### config.mk
export PLATFORM = sky130hd
export DESIGN_NAME = pan_tilt_servo_slew_controller
export DESIGN_NICKNAME = d
export VERILOG_FILES = /design/src/sv/ptsc_pkg.sv /design/src/sv/pan_tilt_servo_slew_controller.sv /design/src/sv/ptsc_pulse.sv
export VERILOG_INCLUDE_DIRS = /design/src /design/src/sv
export SDC_FILE = /design/constraint.sdc
export NUM_CORES = 2
export LEC_CHECK = 0
export BUFFER_PORTS_ARGS = -buffer_cell sky130_fd_sc_hd__clkbuf_2
export CORE_UTILIZATION = 25
export DETAILED_ROUTE_END_ITERATION = 10
export HOLD_SLACK_MARGIN = 0.12
export PLACE_DENSITY_LB_ADDON = 0.08
export RECOVER_POWER = 100
export SYNTH_ARGS = -nofsm -noshare
export SYNTH_HDL_FRONTEND = slang
export SYNTH_SLANG_ARGS = --single-unit
export TNS_END_PERCENT = 10
### constraint.sdc
create_clock -name clk -period 12.3 [get_ports clk]
set_input_delay 2.46 -clock clk [delete_from_list [all_inputs] [get_ports clk]]
set_output_delay 2.46 -clock clk [all_outputs]
set_load 0.01 [all_outputs]
### src/sv/pan_tilt_servo_slew_controller_defines.svh
// Assertion macros shared by the pan/tilt servo controller RTL.
// Depends on nothing; users must have clk and rst in scope.
`ifndef PAN_TILT_SERVO_SLEW_CONTROLLER_DEFINES_SVH
`define PAN_TILT_SERVO_SLEW_CONTROLLER_DEFINES_SVH

// Same-cycle implication, checked outside reset
`define PTSC_ASSERT_NOW(lbl, ante, cons, msg) \
  lbl: assert property (@(posedge clk) disable iff (rst) (ante) |-> (cons)) else $error(msg);

// Next-cycle implication, checked outside reset
`define PTSC_ASSERT_NEXT(lbl, ante, cons, msg) \
  lbl: assert property (@(posedge clk) disable iff (rst) (ante) |=> (cons)) else $error(msg);

`endif

### src/sv/ptsc_pkg.sv
// Types and constants for the pan/tilt servo slew controller.
// No dependencies.
package ptsc_pkg;

  // Command codes on the input word
  localparam logic [1:0] CMD_TICK  = 2'd0;
  localparam logic [1:0] CMD_HOME  = 2'd1;
  localparam logic [1:0] CMD_CELL  = 2'd2;
  localparam logic [1:0] CMD_POINT = 2'd3;

  // Aim mode reported on the result word
  localparam logic [1:0] AIM_IDLE  = 2'd0;
  localparam logic [1:0] AIM_GRID  = 2'd1;
  localparam logic [1:0] AIM_TRACK = 2'd2;

  // Configuration register indexes
  localparam logic [2:0] CFG_PAN_MIN     = 3'd0;
  localparam logic [2:0] CFG_PAN_MAX     = 3'd1;
  localparam logic [2:0] CFG_TILT_MIN    = 3'd2;
  localparam logic [2:0] CFG_TILT_MAX    = 3'd3;
  localparam logic [2:0] CFG_PAN_INVERT  = 3'd4;
  localparam logic [2:0] CFG_TILT_INVERT = 3'd5;
  localparam logic [2:0] CFG_STEP_SIZE   = 3'd6;

  localparam int CFG_IDX_W  = 3;
  localparam int CFG_DATA_W = 16;
  localparam int US_W       = 12;
  localparam int DEG_W      = 8;
  localparam int TRACK_W    = 17;

  localparam logic [DEG_W-1:0]  DEG_FULL  = 8'd180;
  localparam logic [DEG_W-1:0]  DEG_HOME  = 8'd90;
  localparam logic [TRACK_W-1:0] TRACK_ONE = 17'd65536;

  // n/180 as (n * RECIP_180) >> RECIP_SHIFT, exact for n < 2^20
  localparam int NUM_W       = 20;
  localparam int RECIP_W     = 21;
  localparam int RECIP_SHIFT = 28;
  localparam logic [RECIP_W-1:0] RECIP_180 = 21'd1491309;

  typedef struct packed {
    logic [1:0]         mode;
    logic [3:0]         grid_cell;
    logic [TRACK_W-1:0] track_x;
    logic [TRACK_W-1:0] track_y;
  } ptsc_in_t;

  typedef struct packed {
    logic [US_W-1:0]  pan_pulse_us;
    logic [US_W-1:0]  tilt_pulse_us;
    logic [DEG_W-1:0] pan_angle_deg;
    logic [DEG_W-1:0] tilt_angle_deg;
    logic [1:0]       mode_now;
  } ptsc_out_t;

  // Stage loads handed to the pulse converters
  typedef struct packed {
    logic ld_mid;
    logic ld_out;
  } ptsc_adv_t;

  // Grid column -> pan degrees, cells 1..9 row-major
  function automatic logic [DEG_W-1:0] col_pan_deg(input logic [3:0] num);
    logic [DEG_W-1:0] d;
    case (num)
      4'd1, 4'd4, 4'd7: d = 8'd30;
      4'd3, 4'd6, 4'd9: d = 8'd150;
      default:          d = 8'd90;
    endcase
    return d;
  endfunction

  // Grid row -> tilt degrees
  function automatic logic [DEG_W-1:0] row_tilt_deg(input logic [3:0] num);
    logic [DEG_W-1:0] d;
    case (num)
      4'd1, 4'd2, 4'd3: d = 8'd120;
      4'd7, 4'd8, 4'd9: d = 8'd60;
      default:          d = 8'd90;
    endcase
    return d;
  endfunction

endpackage

### src/sv/pan_tilt_servo_slew_controller.sv
// Pan/tilt servo aim controller with slew limiting, top level.
// Depends on ptsc_pkg, ptsc_pulse and the assertion macro header.
//
//  channel | direction | handshake          | payload
//  --------+-----------+--------------------+-----------------------------
//  in      | input     | in_valid/in_ready  | in_data   (ptsc_in_t)
//  out     | output    | out_valid/out_ready| out_data  (ptsc_out_t)
//  cfg     | input     | cfg_we             | cfg_index, cfg_data
//
// One word per cycle in and out while out_ready does not stall the output; a result word
// is valid once its accepted input word has passed stage A (angle update and rounding),
// stage B (span multiply) and the output register (reciprocal divide by 180).
// Each stage loads when empty or when its successor frees up; in_ready drops
// only when all three stages hold words and out_ready is low.
// Synchronous active-high reset returns to 90/90 idle and default config.
module pan_tilt_servo_slew_controller
  import ptsc_pkg::*;
#(
  parameter int ANGLE_FRAC_BITS = 8
) (
  input  logic                  clk,
  input  logic                  rst,
  input  logic                  in_valid,
  output logic                  in_ready,
  input  ptsc_in_t              in_data,
  output logic                  out_valid,
  input  logic                  out_ready,
  output ptsc_out_t             out_data,
  input  logic                  cfg_we,
  input  logic [CFG_IDX_W-1:0]  cfg_index,
  input  logic [CFG_DATA_W-1:0] cfg_data
);

  `include "pan_tilt_servo_slew_controller_defines.svh"

  localparam int AW       = DEG_W + ANGLE_FRAC_BITS;
  localparam int SW       = (AW > CFG_DATA_W) ? AW : CFG_DATA_W;
  localparam int TR_SHIFT = 16 - ANGLE_FRAC_BITS;
  localparam int TR_W     = TRACK_W + DEG_W;
  localparam logic [AW-1:0]   HOME_ANG  = AW'(DEG_HOME) << ANGLE_FRAC_BITS;
  localparam logic [AW-1:0]   FULL_ANG  = AW'(DEG_FULL) << ANGLE_FRAC_BITS;
  localparam logic [AW-1:0]   RND_HALF  = AW'(1) << (ANGLE_FRAC_BITS - 1);
  localparam logic [TR_W-1:0] TR_HALF   = TR_W'(1) << (TR_SHIFT - 1);
  localparam logic [CFG_DATA_W-1:0] STEP_RESET = CFG_DATA_W'(3 << ANGLE_FRAC_BITS);

  // Configuration registers
  logic [US_W-1:0]       pan_min_us, pan_max_us, tilt_min_us, tilt_max_us;
  logic                  pan_invert, tilt_invert;
  logic [CFG_DATA_W-1:0] step_size;

  always_ff @(posedge clk) begin
    if (rst) begin
      pan_min_us  <= US_W'(1000);
      pan_max_us  <= US_W'(2000);
      tilt_min_us <= US_W'(1000);
      tilt_max_us <= US_W'(2000);
      pan_invert  <= 1'b1;
      tilt_invert <= 1'b1;
      step_size   <= STEP_RESET;
    end else if (cfg_we) begin
      case (cfg_index)
        CFG_PAN_MIN:     pan_min_us  <= cfg_data[US_W-1:0];
        CFG_PAN_MAX:     pan_max_us  <= cfg_data[US_W-1:0];
        CFG_TILT_MIN:    tilt_min_us <= cfg_data[US_W-1:0];
        CFG_TILT_MAX:    tilt_max_us <= cfg_data[US_W-1:0];
        CFG_PAN_INVERT:  pan_invert  <= cfg_data[0];
        CFG_TILT_INVERT: tilt_invert <= cfg_data[0];
        CFG_STEP_SIZE:   step_size   <= cfg_data;
        default: ;
      endcase
    end
  end

  // Pipeline stage occupancy and loads
  logic a_v, b_v;
  logic a_free, b_free, out_free, in_acc;
  ptsc_adv_t adv;

  always_comb begin
    out_free   = !out_valid || out_ready;
    b_free     = !b_v || out_free;
    a_free     = !a_v || b_free;
    in_ready   = a_free;
    in_acc     = in_valid && a_free;
    adv.ld_mid = b_free;
    adv.ld_out = out_free;
  end

  always_ff @(posedge clk) begin
    if (rst) begin
      a_v       <= 1'b0;
      b_v       <= 1'b0;
      out_valid <= 1'b0;
    end else begin
      if (a_free)   a_v       <= in_acc;
      if (b_free)   b_v       <= a_v;
      if (out_free) out_valid <= b_v;
    end
  end

  // Move cur toward tgt by at most step, landing exactly on tgt
  function automatic logic [AW-1:0] slew(input logic [AW-1:0] cur,
                                         input logic [AW-1:0] tgt,
                                         input logic [SW-1:0] step);
    logic [AW-1:0] r;
    if (cur < tgt) begin
      r = (SW'(tgt - cur) > step) ? (cur + AW'(step)) : tgt;
    end else if (cur > tgt) begin
      r = (SW'(cur - tgt) > step) ? (cur - AW'(step)) : tgt;
    end else begin
      r = cur;
    end
    return r;
  endfunction

  // Round half up to whole degrees, capped at 180
  function automatic logic [DEG_W-1:0] round_deg(input logic [AW-1:0] a);
    logic [AW-1:0]    s;
    logic [DEG_W-1:0] d;
    s = a + RND_HALF;
    d = s[AW-1:ANGLE_FRAC_BITS];
    return (d > DEG_FULL) ? DEG_FULL : d;
  endfunction

  // Track coordinate -> target angle, 180*c/65536 rounded half up, c capped at 65536
  function automatic logic [AW-1:0] track_tgt(input logic [TRACK_W-1:0] c);
    logic [TRACK_W-1:0] v;
    logic [TR_W-1:0]    p;
    v = (c > TRACK_ONE) ? TRACK_ONE : c;
    p = TR_W'(v) * TR_W'(DEG_FULL) + TR_HALF;
    return AW'(p >> TR_SHIFT);
  endfunction

  // Aim state
  logic [AW-1:0] pan_angle, pan_target, tilt_angle, tilt_target;
  logic [1:0]    aim_mode;
  logic [AW-1:0] pan_angle_next, pan_target_next, tilt_angle_next, tilt_target_next;
  logic [1:0]    aim_mode_next;

  always_comb begin
    pan_angle_next   = pan_angle;
    tilt_angle_next  = tilt_angle;
    pan_target_next  = pan_target;
    tilt_target_next = tilt_target;
    aim_mode_next    = aim_mode;
    case (in_data.mode)
      CMD_TICK: begin
        pan_angle_next  = slew(pan_angle, pan_target, SW'(step_size));
        tilt_angle_next = slew(tilt_angle, tilt_target, SW'(step_size));
      end
      CMD_HOME: begin
        aim_mode_next    = AIM_IDLE;
        pan_target_next  = HOME_ANG;
        tilt_target_next = HOME_ANG;
      end
      CMD_CELL: begin
        if (in_data.grid_cell inside {[4'd1:4'd9]}) begin
          aim_mode_next    = AIM_GRID;
          pan_target_next  = AW'(col_pan_deg(in_data.grid_cell)) << ANGLE_FRAC_BITS;
          tilt_target_next = AW'(row_tilt_deg(in_data.grid_cell)) << ANGLE_FRAC_BITS;
        end
      end
      CMD_POINT: begin
        aim_mode_next    = AIM_TRACK;
        pan_target_next  = track_tgt(in_data.track_x);
        tilt_target_next = track_tgt(in_data.track_y);
      end
      default: ;
    endcase
  end

  always_ff @(posedge clk) begin
    if (rst) begin
      pan_angle   <= HOME_ANG;
      pan_target  <= HOME_ANG;
      tilt_angle  <= HOME_ANG;
      tilt_target <= HOME_ANG;
      aim_mode    <= AIM_IDLE;
    end else if (in_acc) begin
      pan_angle   <= pan_angle_next;
      pan_target  <= pan_target_next;
      tilt_angle  <= tilt_angle_next;
      tilt_target <= tilt_target_next;
      aim_mode    <= aim_mode_next;
    end
  end

  // Stage A: rounded degrees of the updated angles
  logic [DEG_W-1:0] a_pan_deg, a_tilt_deg, b_pan_deg, b_tilt_deg;
  logic [1:0]       a_mode, b_mode;

  always_ff @(posedge clk) begin
    if (a_free) begin
      a_pan_deg  <= round_deg(pan_angle_next);
      a_tilt_deg <= round_deg(tilt_angle_next);
      a_mode     <= aim_mode_next;
    end
  end

  // Stage B: carry degrees alongside the pulse multiply
  always_ff @(posedge clk) begin
    if (b_free) begin
      b_pan_deg  <= a_pan_deg;
      b_tilt_deg <= a_tilt_deg;
      b_mode     <= a_mode;
    end
  end

  // Pulse converters, one per axis
  logic [US_W-1:0] pan_pulse, tilt_pulse;

  ptsc_pulse u_pan_pulse (
    .clk    (clk),
    .adv    (adv),
    .deg    (a_pan_deg),
    .invert (pan_invert),
    .lo     (pan_min_us),
    .hi     (pan_max_us),
    .pulse  (pan_pulse)
  );

  ptsc_pulse u_tilt_pulse (
    .clk    (clk),
    .adv    (adv),
    .deg    (a_tilt_deg),
    .invert (tilt_invert),
    .lo     (tilt_min_us),
    .hi     (tilt_max_us),
    .pulse  (tilt_pulse)
  );

  // Output register, pulses come registered from the converters
  logic [DEG_W-1:0] o_pan_deg, o_tilt_deg;
  logic [1:0]       o_mode;

  always_ff @(posedge clk) begin
    if (out_free) begin
      o_pan_deg  <= b_pan_deg;
      o_tilt_deg <= b_tilt_deg;
      o_mode     <= b_mode;
    end
  end

  always_comb begin
    out_data.pan_pulse_us   = pan_pulse;
    out_data.tilt_pulse_us  = tilt_pulse;
    out_data.pan_angle_deg  = o_pan_deg;
    out_data.tilt_angle_deg = o_tilt_deg;
    out_data.mode_now       = o_mode;
  end

  // Checks
  `PTSC_ASSERT_NOW(a_angle_range, 1'b1, (pan_angle <= FULL_ANG) && (tilt_angle <= FULL_ANG), "angle beyond 180 degrees")
  `PTSC_ASSERT_NOW(a_aim_code, 1'b1, aim_mode != 2'd3, "aim mode holds unused code")
  `PTSC_ASSERT_NEXT(a_zero_step, in_acc && (in_data.mode == CMD_TICK) && (step_size == '0), (pan_angle == $past(pan_angle)) && (tilt_angle == $past(tilt_angle)), "zero step moved an angle")
  `PTSC_ASSERT_NOW(a_full_pipe, in_acc && a_v && b_v && out_valid, out_ready, "accepted into a stalled full pipeline")

endmodule

### src/sv/ptsc_pulse.sv
// Degree to servo pulse width conversion, two register stages.
// Depends on ptsc_pkg.
module ptsc_pulse
  import ptsc_pkg::*;
(
  input  logic             clk,
  input  ptsc_adv_t        adv,
  input  logic [DEG_W-1:0] deg,
  input  logic             invert,
  input  logic [US_W-1:0]  lo,
  input  logic [US_W-1:0]  hi,
  output logic [US_W-1:0]  pulse
);

  logic [DEG_W-1:0] deg_c;
  logic [US_W-1:0]  span;
  logic [NUM_W-1:0] num;
  logic [NUM_W-1:0] mid_num;
  logic [US_W-1:0]  mid_lo;
  logic             mid_flat;
  logic [NUM_W+RECIP_W-1:0] quot_prod;
  logic [US_W-1:0]  quot;

  // span*d + 90, later divided by 180 for half-up rounding
  always_comb begin
    deg_c = invert ? (DEG_FULL - deg) : deg;
    span  = hi - lo;
    num   = NUM_W'(span) * NUM_W'(deg_c) + NUM_W'(DEG_HOME);
  end

  always_ff @(posedge clk) begin
    if (adv.ld_mid) begin
      mid_num  <= num;
      mid_lo   <= lo;
      mid_flat <= (hi < lo);
    end
  end

  // Divide by 180 through the reciprocal
  always_comb begin
    quot_prod = (NUM_W+RECIP_W)'(mid_num) * (NUM_W+RECIP_W)'(RECIP_180);
    quot      = quot_prod[RECIP_SHIFT +: US_W];
  end

  always_ff @(posedge clk) begin
    if (adv.ld_out) begin
      pulse <= mid_flat ? mid_lo : (mid_lo + quot);
    end
  end

endmodule
==> impl_summary.txt <==
----------------------------------------------------
[Outcome]
  Outcome ... complete, but fails checks
  Violations in the final reports ... capacitance limit, slew limit

[Layout]
  Share of the core filled with cells in the final layout ... 0.2790
  Area added between synthesis and finish ... 10.41%
  Net total in the final layout ... 6,109
  Layout fillers ... 18,350
  Share of final-layout standard cells stronger than drive strength 1 ... 0.04099

[Timing]
  Max Transition Viols Final ... 259
  Worst slew margin relative to its limit ... -1.596
  Share of the clock period used by the worst path after layout ... 0.7924
  Fmax achieved ... 102.6 MHz
  Slew at the pin with the worst max-slew slack ... 3894 ps
  Min Clock Period, post-route ... 9746 ps
  Setup total negative slack ... 0 ps
  Final setup fails ... 0
  Final worst clock skew ... 26.95 ps
  Hold Vio Cnt, Final ... 0
  RSZ-0062 raised after global routing ... false

[Detailed routing]
  Top routing layer in use ... met5
  Total Wirelength ... 133.5 mm
  Total iterations of the first detailed-routing run ... 5
  DRC violations left ... 0
  Via/cell ratio ... 4.529
  Routed Antenna Nets ... 0
  Routed len/inst ... 18.81 um
  Met3 wirelength from detailed routing ... 3.130 mm
  WL met2 ... 63.98 mm
  Number of DRC violations after detailed-routing iteration 0 ... 1,481
  Met1 wire length ... 63.99 mm
  Vias after detailed routing ... 32,140

[Clock tree]
  Longest Clk Path Bufs ... 3
  Post-CTS setup repair buffer count ... 0
  H-tree depth reported by CTS ... 2
  Number of sinks handled by clock tree synthesis ... 279
  Num CTS Buffers ... 42
  CTS tree ... built
  Clock transition time at the flip-flop clock pins of the worst setup and hold paths ... 60 ps
  Cell at the root of the clock tree ... sky130_fd_sc_hd__clkbuf_16
  Hold-fix buffer count after cts ... 0
  Clock insertion delay at the later pin of the skew report ... 630 ps
  Post-CTS Resized ... 0

[Setup path]
  Max Fanout on Critical Path ... 18
  Critical path launch point type ... flop
  Critical Path End Type ... flop
  Worst path required time ... 12,650 ps
  Crit-path max cell delay ... 1570 ps
  Master of the slowest instance on the critical path ... sky130_fd_sc_hd__a2111oi_0
  Register-to-Register Path Depth ... 30
  Worst reg2reg setup slack ... 2550 ps
  Capturing point of the worst reg2reg path ... a_tilt_deg[2]$_SDFFCE_PN1N_
  Most used cell along the critical path ... sky130_fd_sc_hd__a21oi_1
  Classification of the worst setup path ... reg2reg
  Critical register-to-register path startpoint ... tilt_angle[1]$_SDFFE_PP0P_
  WP data arrival ... 10,100 ps

[Synthesis]
  Sequential cell area fraction in the yosys report ... 0.1635
  Main combinational cell family by area after synthesis ... adder cells
  Number of cells produced by synthesis ... 4,785
  Synth Area in Adders ... 0.4242
  Synthesized-area fraction occupied by xor and xnor cells ... 0.05990
  Post-synthesis share of cell area spent on and, or, nand and nor gates ... 0.1372
  Complex-gate fraction of the synthesized area ... 0.1326
  Cell area after synthesis ... 42,970 um2
  Fraction of synthesized area in multiplexers ... 0.006260
  Dominant cells by area after synthesis ... sky130_fd_sc_hd__ha_1 22%, sky130_fd_sc_hd__fa_1 20%, sky130_fd_sc_hd__edfxtp_1 10%, sky130_fd_sc_hd__inv_1 6.5%, sky130_fd_sc_hd__dfxtp_1 6.3%
  Unique cell type count in the Yosys netlist ... 83
  Synth area leader ... sky130_fd_sc_hd__ha_1
  EDFF count, synth ... 144
  Main flop type after synthesis ... sky130_fd_sc_hd__edfxtp_1
  Commonest cells in the netlist ... 772 x sky130_fd_sc_hd__ha_1, 747 x sky130_fd_sc_hd__inv_1, 428 x sky130_fd_sc_hd__fa_1, 366 x sky130_fd_sc_hd__nand2_1, 341 x sky130_fd_sc_hd__nor2_1
  Net count after synthesis ... 6,049
  Average instance area after synthesis ... 8.980 um2
  Most repeated cell in the gate-level netlist after synthesis ... sky130_fd_sc_hd__ha_1
  Warning count from the yosys run ... 0
  Synthesized flop and latch total ... 279
  Fraction of registers with async set/reset ... 0
  Area fraction of the dominant cell type after synthesis ... 0.2248

[Floorplanning]
  I/O pins ... 108
  Standard-cell rows ... 151
  Effective utilization at floorplan ... 0.2527
  DIE HEIGHT ... 416.6 um
  Core region area ... 170,000 um2
  Die width ... 416.6 um
  Total die area ... 173,500 um2

[Min path]
  Class of the tightest hold or removal check ... reg2reg
  Critical hold path startpoint ... b_pan_deg[5]$_DFFE_PP_
  Destination of the worst hold path ... o_pan_deg[5]$_DFFE_PP_
  Cell depth of the worst min-delay path ... 0

[Global routing]
  Pin count of the biggest net entering global routing ... 82
  Via count of the first global-routing pass ... 33,790
  Combined global-route utilization of all metal layers ... 0.1537
  Overflow left after global routing ... 0
  First-pass GRT wire length ... 205.5 mm
  Antenna violations before repair ... 15

[Place]
  Routability-driven placement congestion ratio ... 0.8285
  Number of buffers added on ports ... 107
  DP HPWL ... 113.8 mm

[Job]
  Max-cap viol count ... 6

----------------------------------------------------
==> through the flow <==
stage               setup WS [ps]  std cells  cell area [um2]  hold slack [ps]
floorplan                    4384       4785            42970            400.3
finish                       2554       7098            47440            406.6
global route                 1540       7098            47440            412.4
detailed placement           3438       7019            46090            407.5
global placement             3468       7019            46090            406.1
CTS                          3403       7097            47540            412.8
==> kinds of logic (layout without fill, tap and decap cells) <==
| group | after synthesis | after routing |
|---|---|---|
| and+or+nand+nor | 1233 | 1233 |
| adders and majority gates | 1200 | 1200 |
| AOI/OAI and AO/OA | 882 | 882 |
| buffers and inverters | 872 | 966 |
| xor gates and xnor gates | 293 | 293 |
| DFF | 279 | 279 |
| muxes | 26 | 26 |
| other | 0 | 1 |
==> critical path: cells and delay by family (launching register included) <==
family / cells / cell delay [ps]
AND/OR/NAND/NOR: 8 / 2830
flip-flops: 1 / 500
AO/OA/AOI/OAI: 15 / 4300
adder cells (fa/ha/maj): 3 / 990
XOR/XNOR: 2 / 470
buffers and inverters: 2 / 380
==> worst max-delay path by stage <==
stage | depth (start not counted) | to | slack [ps] | start
3_5_place_dp | 35 | u_tilt_pulse.pulse[11]$_DFFE_PP_ | 3440 | u_tilt_pulse.mid_num[8]$_DFFE_PP_
2_1_floorplan | 35 | u_tilt_pulse.pulse[11]$_DFFE_PP_ | 4380 | u_tilt_pulse.mid_num[10]$_DFFE_PP_
4_1_cts | 35 | u_tilt_pulse.pulse[11]$_DFFE_PP_ | 3400 | u_tilt_pulse.mid_num[8]$_DFFE_PP_
5_1_grt | 30 | a_tilt_deg[2]$_SDFFCE_PN1N_ | 1540 | tilt_angle[1]$_SDFFE_PP0P_
6_report | 30 | a_tilt_deg[2]$_SDFFCE_PN1N_ | 2550 | tilt_angle[1]$_SDFFE_PP0P_
3_3_place_gp | 35 | u_tilt_pulse.pulse[11]$_DFFE_PP_ | 3470 | u_tilt_pulse.mid_num[8]$_DFFE_PP_
==> area by class of cell <==
cell class | count | area [um2] | area share
timing repair buffer | 141 | 716.9 | 0.01511
tap | 2218 | 2775 | 0.05850
sequential | 279 | 7027 | 0.1481
clock inverter | 24 | 272.8 | 0.005749
antenna | 1 | 2.502 | 0.00005275
clock buffer | 54 | 1170 | 0.02466
inverter | 747 | 2804 | 0.05910
multi-input combinational | 3634 | 32670 | 0.6887
==> layout by cell type (no fill, tap or decap), types with 17 or more instances in the layout <==
cell type and count:
sky130_fd_sc_hd__xor2_1 87, sky130_fd_sc_hd__a211o_1 29, sky130_fd_sc_hd__o21a_1 34, sky130_fd_sc_hd__nor3_1 83, sky130_fd_sc_hd__nor2b_1 113, sky130_fd_sc_hd__or2_2 18, sky130_fd_sc_hd__nand4_1 26, sky130_fd_sc_hd__and2_1 37
sky130_fd_sc_hd__o21bai_1 44, sky130_fd_sc_hd__mux2i_1 19, sky130_fd_sc_hd__fa_1 428, sky130_fd_sc_hd__inv_1 747, sky130_fd_sc_hd__o21ai_0 165, sky130_fd_sc_hd__nor4_1 23, sky130_fd_sc_hd__nand3_1 64, sky130_fd_sc_hd__a22oi_1 22
sky130_fd_sc_hd__a21o_1 71, sky130_fd_sc_hd__a31oi_1 24, sky130_fd_sc_hd__nand2b_1 49, sky130_fd_sc_hd__buf_4 30, sky130_fd_sc_hd__o211ai_1 19, sky130_fd_sc_hd__clkbuf_2 60, sky130_fd_sc_hd__a21oi_1 276, sky130_fd_sc_hd__clkbuf_16 45
sky130_fd_sc_hd__edfxtp_1 144, sky130_fd_sc_hd__xnor2_1 206, sky130_fd_sc_hd__or3_1 21, sky130_fd_sc_hd__nand2_1 366, sky130_fd_sc_hd__ha_1 772, sky130_fd_sc_hd__clkbuf_1 59, sky130_fd_sc_hd__o22ai_1 17, sky130_fd_sc_hd__nor2_1 340
sky130_fd_sc_hd__a211oi_1 34, sky130_fd_sc_hd__and3_1 27, sky130_fd_sc_hd__dfxtp_1 135
==> per-layer routing <==
layer,vias to the layer above,GRT usage
met1,15330,0.2049
met5,-,0
li1,16300,-
met3,117,0.01428
met4,2,0.02879
met2,391,0.2696
==> flip-flops by register name, summed over array words and instances (netlist names), 16 cells and up <==
register,count
step_size,16
tilt_target,16
tilt_angle,16
u_tilt_pulse.mid_num,20
pan_angle,16
u_pan_pulse.mid_num,20
pan_target,16
Power is left out: the tool's default activity adds up to more than one toggle a clock period on the data nets, which glitch-free logic cannot reach.
